<file path="src/hw/rtl/ps2kt_pkg.sv">
// ----------------------------------------------------------------------------
// PS/2 keyboard transmitter package
// Item types, operation codes, the front-to-back command and frame helpers.
// ----------------------------------------------------------------------------
package ps2kt_pkg;

    // Default byte queue depth
    localparam int QUEUE_DEPTH_DEF = 16;

    // Operation codes of an input item
    localparam logic [1:0] OP_TICK  = 2'd0;
    localparam logic [1:0] OP_MAKE  = 2'd1;
    localparam logic [1:0] OP_BREAK = 2'd2;

    // Line data select codes carried with a tick command
    localparam logic [1:0] DSEL_ZERO  = 2'd0;
    localparam logic [1:0] DSEL_HOLD  = 2'd1;
    localparam logic [1:0] DSEL_FRAME = 2'd2;

    localparam logic [7:0] BREAK_BYTE = 8'hF0;
    localparam logic [3:0] FRAME_BITS = 4'd11;

    typedef struct packed {
        logic [1:0]  operation;
        logic [15:0] scancode;
    } t_in_item;

    typedef struct packed {
        logic line_clock;
        logic line_data;
        logic queue_overflow;
    } t_out_item;

    // One command from the front to the back: either a tick or a byte write burst
    typedef struct packed {
        logic            is_tick;
        logic            load;       // tick pops the head byte into the frame
        logic            clk;        // line clock after this tick
        logic [1:0]      dsel;       // line data source
        logic [3:0]      bit_idx;    // frame bit for DSEL_FRAME
        logic            ovf;        // overflow flag seen by this tick
        logic [1:0]      nbytes;     // bytes to write, 1 to 3
        logic [2:0][7:0] bytes;      // bytes in queue order, entry 0 first
    } t_cmd;

    // Bit of the 11-bit frame: start 0, data LSB first, odd parity, stop 1
    function automatic logic frame_bit(input logic [7:0] b, input logic [3:0] idx);
        logic bit_val;
        bit_val = 1'b0;
        case (idx) inside
            4'd0:          bit_val = 1'b0;
            [4'd1:4'd8]:   bit_val = b[3'(idx - 4'd1)];
            4'd9:          bit_val = ~^b;
            4'd10:         bit_val = 1'b1;
            default:       bit_val = 1'b0;
        endcase
        return bit_val;
    endfunction

endpackage

</file>
<file path="src/hw/rtl/ps2kt_front.sv">
// ----------------------------------------------------------------------------
// PS/2 keyboard transmitter front
// Classifies items, keeps the byte count, overflow flag and line timing, and
// issues in-order commands to the back.
// ----------------------------------------------------------------------------
module ps2kt_front
    import ps2kt_pkg::*;
#(
    parameter int QUEUE_DEPTH = QUEUE_DEPTH_DEF
) (
    input  logic     i_clk,
    input  logic     i_rst_n,
    input  logic     i_take,
    input  t_in_item i_item,
    output logic     o_cmd_push,
    output t_cmd     o_cmd
);

    localparam int CW = $clog2(QUEUE_DEPTH + 1);

    logic [CW-1:0] r_count, n_count;
    logic          r_ovf, n_ovf;
    logic          r_busy, n_busy;
    logic [3:0]    r_bit_idx, n_bit_idx;
    logic          r_clk, n_clk;

    logic [7:0] prefix;
    logic [7:0] code;
    logic       has_pre;
    logic       is_brk;
    logic [1:0] need;
    logic       fits;
    logic       load;
    logic       busy_l;
    logic [3:0] idx_l;

    // Classify the item and size its byte sequence
    always_comb begin
        prefix  = i_item.scancode[15:8];
        code    = i_item.scancode[7:0];
        has_pre = (prefix != 8'd0);
        is_brk  = (i_item.operation == OP_BREAK);
        need    = 2'(has_pre) + (is_brk ? 2'd2 : 2'd1);
        fits    = ({1'b0, r_count} + (CW+1)'(need)) <= (CW+1)'(QUEUE_DEPTH);
        load    = !r_busy && (r_count != '0);
        busy_l  = r_busy || load;
        idx_l   = load ? 4'd0 : r_bit_idx;
    end

    // Advance the model state and build the command
    always_comb begin
        n_count    = r_count;
        n_ovf      = r_ovf;
        n_busy     = r_busy;
        n_bit_idx  = r_bit_idx;
        n_clk      = r_clk;
        o_cmd_push = 1'b0;
        o_cmd      = '0;
        if (i_take) begin
            unique case (i_item.operation) inside
                OP_TICK: begin
                    o_cmd_push    = 1'b1;
                    o_cmd.is_tick = 1'b1;
                    o_cmd.load    = load;
                    o_cmd.ovf     = r_ovf;
                    n_count       = r_count - CW'(load);
                    if (busy_l && (idx_l < FRAME_BITS)) begin
                        n_busy = 1'b1;
                        n_clk  = ~r_clk;
                        if (r_clk) begin
                            o_cmd.dsel    = DSEL_FRAME;
                            o_cmd.bit_idx = idx_l;
                            n_bit_idx     = idx_l + 4'd1;
                        end else begin
                            o_cmd.dsel = DSEL_HOLD;
                            n_bit_idx  = idx_l;
                        end
                    end else begin
                        n_busy     = 1'b0;
                        n_clk      = 1'b1;
                        n_bit_idx  = idx_l;
                        o_cmd.dsel = DSEL_ZERO;
                    end
                    o_cmd.clk = n_clk;
                end
                OP_MAKE, OP_BREAK: begin
                    if (fits) begin
                        o_cmd_push   = 1'b1;
                        o_cmd.nbytes = need;
                        n_count      = r_count + CW'(need);
                        if (has_pre) begin
                            o_cmd.bytes[0] = prefix;
                            o_cmd.bytes[1] = is_brk ? BREAK_BYTE : code;
                            o_cmd.bytes[2] = code;
                        end else begin
                            o_cmd.bytes[0] = is_brk ? BREAK_BYTE : code;
                            o_cmd.bytes[1] = code;
                            o_cmd.bytes[2] = code;
                        end
                    end else begin
                        n_ovf = 1'b1;
                    end
                end
                default: begin
                end
            endcase
        end
    end

    always_ff @(posedge i_clk) begin
        if (!i_rst_n) begin
            r_count   <= '0;
            r_ovf     <= 1'b0;
            r_busy    <= 1'b0;
            r_bit_idx <= 4'd0;
            r_clk     <= 1'b1;
        end else begin
            r_count   <= n_count;
            r_ovf     <= n_ovf;
            r_busy    <= n_busy;
            r_bit_idx <= n_bit_idx;
            r_clk     <= n_clk;
        end
    end

    a_count_bound: assert property (@(posedge i_clk) disable iff (!i_rst_n)
        r_count <= CW'(QUEUE_DEPTH))
        else $error("byte count above queue depth");

    a_ovf_sticky: assert property (@(posedge i_clk) disable iff (!i_rst_n)
        r_ovf |=> r_ovf)
        else $error("overflow flag cleared without reset");

    a_idle_clock_high: assert property (@(posedge i_clk) disable iff (!i_rst_n)
        !r_busy |-> r_clk)
        else $error("line clock low while idle");

    a_load_starts_frame: assert property (@(posedge i_clk) disable iff (!i_rst_n)
        (o_cmd_push && o_cmd.load) |=> (r_busy && r_bit_idx == 4'd1 && !r_clk))
        else $error("frame load did not start with a falling edge");

endmodule

</file>
<file path="src/hw/rtl/ps2kt_cmd_fifo.sv">
// ----------------------------------------------------------------------------
// PS/2 keyboard transmitter command queue
// Two-entry queue of commands between the front and the back.
// ----------------------------------------------------------------------------
module ps2kt_cmd_fifo
    import ps2kt_pkg::*;
(
    input  logic i_clk,
    input  logic i_rst_n,
    input  logic i_push,
    input  t_cmd i_cmd,
    output logic o_full,
    input  logic i_pop,
    output logic o_valid,
    output t_cmd o_cmd
);

    t_cmd       r_q [2];
    t_cmd       n_q [2];
    logic [1:0] r_cnt, n_cnt;
    logic [1:0] cnt_after_pop;
    logic       do_pop;
    logic       do_push;

    assign o_full  = (r_cnt == 2'd2);
    assign o_valid = (r_cnt != 2'd0);
    assign o_cmd   = r_q[0];

    // Shift on pop, place the new item behind the survivors
    always_comb begin
        do_pop        = i_pop && o_valid;
        do_push       = i_push && !o_full;
        cnt_after_pop = r_cnt - 2'(do_pop);
        n_q[0]        = r_q[0];
        n_q[1]        = r_q[1];
        if (do_pop) begin
            n_q[0] = r_q[1];
        end
        if (do_push) begin
            n_q[cnt_after_pop[0]] = i_cmd;
        end
        n_cnt = cnt_after_pop + 2'(do_push);
    end

    always_ff @(posedge i_clk) begin
        r_q[0] <= n_q[0];
        r_q[1] <= n_q[1];
    end

    always_ff @(posedge i_clk) begin
        if (!i_rst_n) begin
            r_cnt <= 2'd0;
        end else begin
            r_cnt <= n_cnt;
        end
    end

endmodule

</file>
<file path="src/hw/rtl/ps2kt_back.sv">
// ----------------------------------------------------------------------------
// PS/2 keyboard transmitter back
// Holds the byte memory, writes queued bytes, loads frames on ticks and
// drives line levels into a two-entry result queue.
// ----------------------------------------------------------------------------
module ps2kt_back
    import ps2kt_pkg::*;
#(
    parameter int QUEUE_DEPTH = QUEUE_DEPTH_DEF
) (
    input  logic      i_clk,
    input  logic      i_rst_n,
    input  logic      i_cmd_valid,
    input  t_cmd      i_cmd,
    output logic      o_cmd_pop,
    output logic      o_empty,
    input  logic      i_pop,
    output t_out_item o_result
);

    localparam int AW = $clog2(QUEUE_DEPTH);
    localparam logic [AW-1:0] LAST_PTR = AW'(QUEUE_DEPTH - 1);

    logic [7:0]    r_mem [QUEUE_DEPTH];
    logic [AW-1:0] r_head, r_tail;
    logic [1:0]    r_sub;
    logic [7:0]    r_byte;
    logic          r_data;
    t_out_item     r_oq [2];
    t_out_item     n_oq [2];
    logic [1:0]    r_ocnt, n_ocnt;

    logic          out_pop;
    logic          out_room;
    logic          tick_go;
    logic          wr_go;
    logic          wr_last;
    logic [7:0]    wr_byte;
    logic          n_data;
    t_out_item     result;
    logic [1:0]    ocnt_after_pop;

    function automatic logic [AW-1:0] next_ptr(input logic [AW-1:0] p);
        return (p == LAST_PTR) ? '0 : p + AW'(1);
    endfunction

    // Decide what the head command does this cycle
    always_comb begin
        out_pop   = i_pop && (r_ocnt != 2'd0);
        out_room  = (r_ocnt != 2'd2);
        tick_go   = i_cmd_valid && i_cmd.is_tick && out_room;
        wr_go     = i_cmd_valid && !i_cmd.is_tick;
        wr_last   = (r_sub == i_cmd.nbytes - 2'd1);
        o_cmd_pop = tick_go || (wr_go && wr_last);
        wr_byte   = i_cmd.bytes[r_sub];
    end

    // Select the line data level
    always_comb begin
        unique case (i_cmd.dsel)
            DSEL_ZERO:  n_data = 1'b0;
            DSEL_HOLD:  n_data = r_data;
            DSEL_FRAME: n_data = frame_bit(r_byte, i_cmd.bit_idx);
            default:    n_data = 1'b0;
        endcase
        result.line_clock     = i_cmd.clk;
        result.line_data      = n_data;
        result.queue_overflow = i_cmd.ovf;
    end

    // Result queue: shift on pop, append behind the survivors
    always_comb begin
        ocnt_after_pop = r_ocnt - 2'(out_pop);
        n_oq[0]        = r_oq[0];
        n_oq[1]        = r_oq[1];
        if (out_pop) begin
            n_oq[0] = r_oq[1];
        end
        if (tick_go) begin
            n_oq[ocnt_after_pop[0]] = result;
        end
        n_ocnt = ocnt_after_pop + 2'(tick_go);
    end

    assign o_empty  = (r_ocnt == 2'd0);
    assign o_result = r_oq[0];

    // Byte memory write and registered head read
    always_ff @(posedge i_clk) begin
        if (wr_go) begin
            r_mem[r_tail] <= wr_byte;
        end
        if (tick_go && i_cmd.load) begin
            r_byte <= r_mem[r_head];
        end
    end

    always_ff @(posedge i_clk) begin
        r_oq[0] <= n_oq[0];
        r_oq[1] <= n_oq[1];
        if (tick_go) begin
            r_data <= n_data;
        end
    end

    always_ff @(posedge i_clk) begin
        if (!i_rst_n) begin
            r_head <= '0;
            r_tail <= '0;
            r_sub  <= 2'd0;
            r_ocnt <= 2'd0;
        end else begin
            r_ocnt <= n_ocnt;
            if (tick_go && i_cmd.load) begin
                r_head <= next_ptr(r_head);
            end
            if (wr_go) begin
                r_tail <= next_ptr(r_tail);
                r_sub  <= wr_last ? 2'd0 : r_sub + 2'd1;
            end
        end
    end

    a_ocnt_bound: assert property (@(posedge i_clk) disable iff (!i_rst_n)
        r_ocnt <= 2'd2)
        else $error("result queue count out of range");

    a_sub_in_write: assert property (@(posedge i_clk) disable iff (!i_rst_n)
        (r_sub != 2'd0) |-> (i_cmd_valid && !i_cmd.is_tick && r_sub < i_cmd.nbytes))
        else $error("byte burst step without a write command");

endmodule

</file>
<file path="src/hw/rtl/ps2_keyboard_transmitter_top.sv">
// ----------------------------------------------------------------------------
// PS/2 keyboard transmitter top
// Device side of a PS/2 keyboard link: key items queue scancode bytes, tick
// items drive the line one half-period at a time.
// ----------------------------------------------------------------------------
//  channel   direction  handshake              payload
//  input     in         push / full            i_item   (operation, scancode)
//  result    out        empty / pop            o_result (line levels, overflow)
//
//  One item is accepted per cycle while full is low; a tick's result passes
//  through the command queue and then the result queue to the result ports.
//  Make and break items hold the back while their one to three bytes go
//  one by one through the single write port of the byte memory; the command
//  queue absorbs them. Reset is synchronous and needs no clearing pass.
//  A stalled result side fills the two-entry result queue, then the command
//  queue, then raises full.
// ----------------------------------------------------------------------------
module ps2_keyboard_transmitter_top
    import ps2kt_pkg::*;
#(
    parameter int QUEUE_DEPTH = QUEUE_DEPTH_DEF
) (
    input  logic      i_clk,
    input  logic      i_rst_n,
    input  logic      push,
    output logic      full,
    input  t_in_item  i_item,
    output logic      empty,
    input  logic      pop,
    output t_out_item o_result
);

    logic take;
    logic cmd_push;
    t_cmd cmd_in;
    logic cmd_full;
    logic cmd_valid;
    t_cmd cmd_out;
    logic cmd_pop;

    assign full = cmd_full;
    assign take = push && !cmd_full;

    // Classify items and track the line timing
    ps2kt_front #(
        .QUEUE_DEPTH (QUEUE_DEPTH)
    ) u_front (
        .i_clk      (i_clk),
        .i_rst_n    (i_rst_n),
        .i_take     (take),
        .i_item     (i_item),
        .o_cmd_push (cmd_push),
        .o_cmd      (cmd_in)
    );

    // Decouple front and back
    ps2kt_cmd_fifo u_cmd_fifo (
        .i_clk   (i_clk),
        .i_rst_n (i_rst_n),
        .i_push  (cmd_push),
        .i_cmd   (cmd_in),
        .o_full  (cmd_full),
        .i_pop   (cmd_pop),
        .o_valid (cmd_valid),
        .o_cmd   (cmd_out)
    );

    // Store bytes, load frames and produce results
    ps2kt_back #(
        .QUEUE_DEPTH (QUEUE_DEPTH)
    ) u_back (
        .i_clk       (i_clk),
        .i_rst_n     (i_rst_n),
        .i_cmd_valid (cmd_valid),
        .i_cmd       (cmd_out),
        .o_cmd_pop   (cmd_pop),
        .o_empty     (empty),
        .i_pop       (pop),
        .o_result    (o_result)
    );

endmodule

</file>
<file path="config.mk">
export PLATFORM = sky130hd
export DESIGN_NAME = ps2_keyboard_transmitter_top
export DESIGN_NICKNAME = d
export VERILOG_FILES = /design/src/hw/rtl/ps2kt_pkg.sv /design/src/hw/rtl/ps2kt_front.sv /design/src/hw/rtl/ps2kt_cmd_fifo.sv /design/src/hw/rtl/ps2kt_back.sv /design/src/hw/rtl/ps2_keyboard_transmitter_top.sv
export SDC_FILE = /design/constraint.sdc
export NUM_CORES = 1
export LEC_CHECK = 0
export BUFFER_PORTS_ARGS = -buffer_cell sky130_fd_sc_hd__buf_2
export CAP_MARGIN = 10
export CORE_MARGIN = 3
export CORE_UTILIZATION = 39
export DETAILED_ROUTE_END_ITERATION = 8
export HOLD_SLACK_MARGIN = 0.1
export PLACE_DENSITY = 0.6
export REMOVE_ABC_BUFFERS = 1
export SKIP_LAST_GASP = 1
export SLEW_MARGIN = 20
export SYNTH_ARGS = -nofsm -noshare
export SYNTH_HDL_FRONTEND = slang
export SYNTH_SLANG_ARGS = --single-unit
</file>
<file path="constraint.sdc">
create_clock -name i_clk -period 5.28 [get_ports i_clk]
set_clock_uncertainty 0.2 [all_clocks]
set_input_delay 0.528 -clock i_clk [delete_from_list [all_inputs] [get_ports i_clk]]
set_output_delay 0.528 -clock i_clk [all_outputs]
set_load 0.05 [all_outputs]
</file>
## Word level (Yosys, flattened, before mapping)

Memory sizes are Yosys's and may differ from the RTL's. A register that Yosys moved wholly into a read port is not among the register bits.
Cells that the tools add are included.

- Memories: 3
- Flip-flop bits (word level): 27
- Output and inout bits: 5
- Input bits: 22
- RAM bits: 206

Memories:

| name | depth | width | rd ports | clocked after memory_dff | write ports | line | RTL |
|---|---|---|---|---|---|---|---|
| u_back.r_mem | 16 | 8 | 1 | 1 | 1 | ps2kt_back.sv:24 | `logic [7:0] r_mem [QUEUE_DEPTH];` |
| u_cmd_fifo.r_q | 2 | 36 | 2 | 0 | 2 | ps2kt_cmd_fifo.sv:18 | `t_cmd r_q [2];` |
| u_back.r_oq | 2 | 3 | 2 | 0 | 2 | ps2kt_back.sv:29 | `t_out_item r_oq [2];` |

- Equality and inequality tests: 12
- Reduce and logical (&&, ||, !) cells: 32
- Order comparisons: 10
- Add/sub/neg operators: 14
- Bitwise operators: 4
- Muxes and demuxes: 45

Operator list:

| kind | count |
|---|---|
| 2-to-1 mux 36 bit | 3 |
| bitwise mux 72 bit | 1 |
| 2-to-1 mux 72 bit | 1 |
| 2-to-1 mux 26 bit | 2 |
| demux 36 bit (select 1 bit) | 1 |
| 2-to-1 mux 4 bit | 7 |
| binary-select mux 8 bit (select 2 bit) | 1 |
| == test 4 bit, second input constant | 4 |
| 2-to-1 mux 16 bit | 1 |
| 2-to-1 mux 8 bit | 2 |
| logical AND 1 bit | 14 |
| adder 4 x 1 -> 4 bit, second input constant | 3 |
| 2-to-1 mux 1 bit | 11 |
| 2-to-1 mux 10 bit | 1 |
| case mux 5 bit (2 select lines) | 1 |
| 2-to-1 mux 2 bit | 4 |
| nonzero test 8 bit | 1 |
| XNOR reduction 8 bit | 1 |
| adder 5 x 2 -> 6 bit | 1 |
| bitwise mux 6 bit | 1 |
| == test 2 bit, second input constant | 3 |
| less-or-equal comparator 6 x 5 -> 1 bit, second input constant | 1 |
| 2-to-1 mux 3 bit | 2 |
| 2-to-1 mux 6 bit | 1 |
| other kinds (34) | 49 |

## Depth between registers and ports, before layout

- Word-level depth: 13
- Mapped depth: 18

## Modules after synthesis

From an unflattened synthesis, not the netlist that was laid out.

- Cells, all modules: 798
- Area total of the unflattened synthesis: 11283.3 µm²

Modules (own cells, without submodules):

| module | sequential area each (µm²) | instances | area each (µm²) | cells each |
|---|---|---|---|---|
| ps2kt_back | 4504.3 | 1 | 6720.2 | 400 |
| ps2kt_cmd_fifo | 1841.8 | 1 | 3239.4 | 207 |
| ps2kt_front | 240.2 | 1 | 1310.0 | 190 |
| ps2_keyboard_transmitter_top | 0.0 | 1 | 13.8 | 1 |

## Worst setup path after synthesis

Ideal clock, no wire load.

- Kind: input-to-reg
- From: input i_item[9] in the netlist's numbering
- To: register u_cmd_fifo.r_cnt[1]
- Data arrival time: 4641 ps
- Path buffers: 0
- Stages: 18
- Path slack: 312 ps
- Setup time: 128 ps
- Path through: nor4_1 > nand2_1 > or2_2 > clkinv_1 > nor2_1 > inv_1 > ha_1 > inv_1 > fa_1 > inv_1 > o311a_1 > o211ai_2 > nand3_1 > a21oi_1 > ha_1 > xor2_1 > xnor2_1 > nor2_1

- Cells in the longest elaborated chain, start to end: 9

Ends and longest elaborated chain:

| what | line | RTL |
|---|---|---|
| start, declared | ps2_keyboard_transmitter_top.sv:27 | `input t_in_item i_item,` |
| nonzero test 8 bit | ps2kt_front.sv:41 | `has_pre = (prefix != 8'd0);` |
| adder 1 x 2 -> 2 bit | ps2kt_front.sv:43 | `need = 2'(has_pre) + (is_brk ? 2'd2 : 2'd1);` |
| adder 5 x 2 -> 6 bit | ps2kt_front.sv:44 | `fits = ({1'b0, r_count} + (CW+1)'(need)) <= (CW+1)'(QUEUE_DEPTH);` |
| less-or-equal comparator 6 x 5 -> 1 bit | ps2kt_front.sv:44 |  |
| 2-to-1 mux 1 bit | ps2kt_front.sv:87 | `if (fits) begin` |
| case mux 1 bit (2 select lines) | ps2kt_front.sv:60 | `unique case (i_item.operation) inside` |
| 2-to-1 mux 1 bit | ps2kt_front.sv:59 | `if (i_take) begin` |
| logical AND 1 bit | ps2kt_cmd_fifo.sv:32 | `do_push = i_push && !o_full;` |
| adder 2 x 1 -> 2 bit | ps2kt_cmd_fifo.sv:42 | `n_cnt = cnt_after_pop + 2'(do_push);` |
| end signal, assigned | ps2kt_cmd_fifo.sv:54 | `r_cnt <= n_cnt;` |
| end, declared | ps2kt_cmd_fifo.sv:20 | `logic [1:0] r_cnt, n_cnt;` |

Every way passes these cells.
A chain may end at the register's enable or synchronous reset.

==> results.cfg <==
[worst_setup_path]
endpoint_kind = flip-flop
cp_data_required_time_ns = 5.29
cp_max_fo = 26
crit_arrival_ns = 4.22
crit_type = primary input to flip-flop
start_kind = primary input

[pwr]
peakVddDrop_mv = 0.270
p_leak_uw = 0.00410
p_int_uw = 4200
switching_share_pct = 29.5
power_frac_comb_pct = 24.2
powerDensity_nw_per_um2 = 499
pwr-share-clk_pct = 30.1
seq_power_share_pct = 45.7
switching_power_uw = 1760

[synthesis]
synth_fa_ha_area_share_pct = 3.46
yosysTopAreaCell = edfxtp_1
synth_area_um2 = 10600
ys_top_cells_by_count = edfxtp_1 (176), nor2_1 (67), dfxtp_1 (65), mux2i_1 (55), nand2_1 (39)
muxShareOfSynthArea_pct = 13.9
synth_edf_count = 176
yosys_warnings = 0
synth.avg_cell_area_um2 = 13.9
synth_top_family_by_area = multiplexers
synthSimpleGateAreaFrac_pct = 8.69
synth_compound_area_share_pct = 7.04
yosysSeqAreaShare_pct = 62.4
syn_inst = 761
synth_top_area_share_pct = 50.1
ys_types = 58
postSynth.topFlopCell = edfxtp_1
synth_xor_area_share_pct = 1.58
synth_most_common_cell = edfxtp_1
synth_area_leaders = edfxtp_1 (50%), dfxtp_1 (12%), mux4_2 (7.3%)
postSynth.asyncResetShare_pct = 0
ys_ff_latch = 241

[clock_tree]
cts_root_buffer = clkbuf_16
cts_made_buffers = 26
cts-htree-levels = 1
clock-sinks = 241
clk_latency_ns = 0.52
clk_pin_slew_worst_paths_ns = 0.06
tritoncts = done
clockBufferDepth = 3
post-cts-setup-buffers = 0

[global_routing]
antenna_found_initial = 0
grt-ovfl-total = 0
grtUsageMet2_pct = 24.2
grt_usage_pct = 15.0
grt_max_degree = 37
busiest_layer = met2
use_met1_pct = 21.9
grt_pass1_wl_mm = 34.6
gr-usage-met3_pct = 1.96
grt_pass1_vias = 6074

[timing]
layout_min_cycle_time_ns = 4.21
max_freq_mhz = 238
setup_viol = 0
tns_ns = 0
max_slew_margin_pct = 31.7
worstMarginPinSlew_ns = 1.02
slew_violations = 0
period_share_pct = 79.7
finalHoldViolations = 0
rsz0062_at_grt = false
holdWs_ns = 0.120

[routing]
avgRoutedWirePerCell_um = 18.6
ant_nets = 0
drc = 0
via_per_inst = 5.24
dr.pass1.iters = 5
drtIter0Drc = 310
routed_wl_mm = 21.4
vias = 6026

[cells_and_area]
diodes = 0
fin_nets = 846
final_area_um2 = 11900
final_cell_count_no_fill = 1151
drive_gt1_share_pct = 16.5
syn_to_final_growth_pct = 13.1

[die]
dieHeight_um = 171
io_pins = 27
core_region_area_um2 = 26400
initial_core_util_pct = 40.1
num_rows = 59
die_x_um = 171
die_area_um2 = 29100

[placement]
place.gp.congestion = 0.775
post_dp_cell_area_um2 = 11000
dp_hpwl_mm = 13.9
dp_cells = 1098
port-buffer-count = 26

[hold_path]
worstHoldPathType = primary input to flip-flop

[run]
maxCapViolations = 0

[outcome]
status = completed
==> metal layers <==
| metal | up-vias | part of all wire, % |
|---|---|---|
| met5 | - | 0 |
| met4 | 0 | 1.7 |
| met3 | 28 | 3.1 |
| met2 | 95 | 47 |
| met1 | 2972 | 48 |
| li1 | 2931 | - |
==> power by group through the flow <==
stage / Combinational, uW / Sequential, uW / Clock, uW
after floorplan: 987 / 2750 / 0
after global routing: 1620 / 2760 / 1910
after global placement: 1410 / 2760 / 0
after detailed placement: 1440 / 2770 / 0
final: 1450 / 2720 / 1790
after CTS: 1450 / 2730 / 1830
==> path summary, 6_finish.rpt <==
check | cells past startpoint | startpoint | endpoint | slack, ns
worst max-delay path | 17 | i_item[13] | flip-flop | 1.07
worst min-delay path | 2 | i_item[0] | u_cmd_fifo.r_q[0][16] | 0.12
worst max register to register | 11 | u_front.r_count[1] | u_front.r_count[4] | 1.96
worst min register to register | 1 | u_front.r_ovf | u_front.r_ovf | 0.27
==> area by class of cell <==
type,count,area (um2)
clock buffer,40,724
multi-input combinational,453,3690
clock inverter,8,111
tap,335,419
timing repair buffer,46,305
inverter,28,105
fill,2313,14400
sequential,241,6590
==> layout by cell type, fill, tap and decap left out, drive strengths merged, types with 2 or more instances in the layout <==
cell / count
o21ai: 24
nand2: 39
xnor2: 13
o22ai: 16
nand4: 10
nor2b: 13
edfxtp: 176
mux2: 12
o2bb2ai: 8
nor4: 3
a211oi: 11
clkinv: 6
or2: 2
clkbuf: 40
a21oi: 30
ha: 26
fa: 2
bufinv: 3
mux2i: 55
nor3: 9
and2: 20
dlygate4sd3: 5
dfxtp: 65
nand3: 11
mux4: 34
buf: 41
nor2: 67
xor2: 6
inv: 27
and3: 6
a21o: 8
nand2b: 9
==> logic make-up after synthesis <==
group	after synthesis
simple gates	192
compound gates	113
buf+inv	67
xor+xnor	19
fa+ha+maj	28
flops	241
mux	101
==> critical path, stage by stage <==
cell and delay [ns]:
buf_2 0.10, nor4_1 0.34, nand2_1 0.23, or2_2 0.36
clkinv_1 0.16, nor2_1 0.10, inv_1 0.10, ha_1 0.17
inv_1 0.06, fa_1 0.50, inv_1 0.05, o311a_1 0.37
o211ai_2 0.16, nand3_1 0.13, a21oi_1 0.19, ha_2 0.42
buf_12 0.24
==> what timing repair did <==
item,in CTS,in global routing
endpoints found under the hold margin,5,0
hold buffers,5,0
gates resized for setup,0,0
endpoints found under the setup margin,0,0
==> through the flow <==
step                      power, uW  setup slack, ns  util, %
after global placement         4170            0.642     41.9
after floorplan                3730            0.104        -
after detailed placement       4210            0.568     41.9
after CTS                      6000             1.08     45.2
final                          5960             1.07     45.3
after global routing           6280            0.796     45.3
No activity file was read; power rests on OpenSTA's default activity.
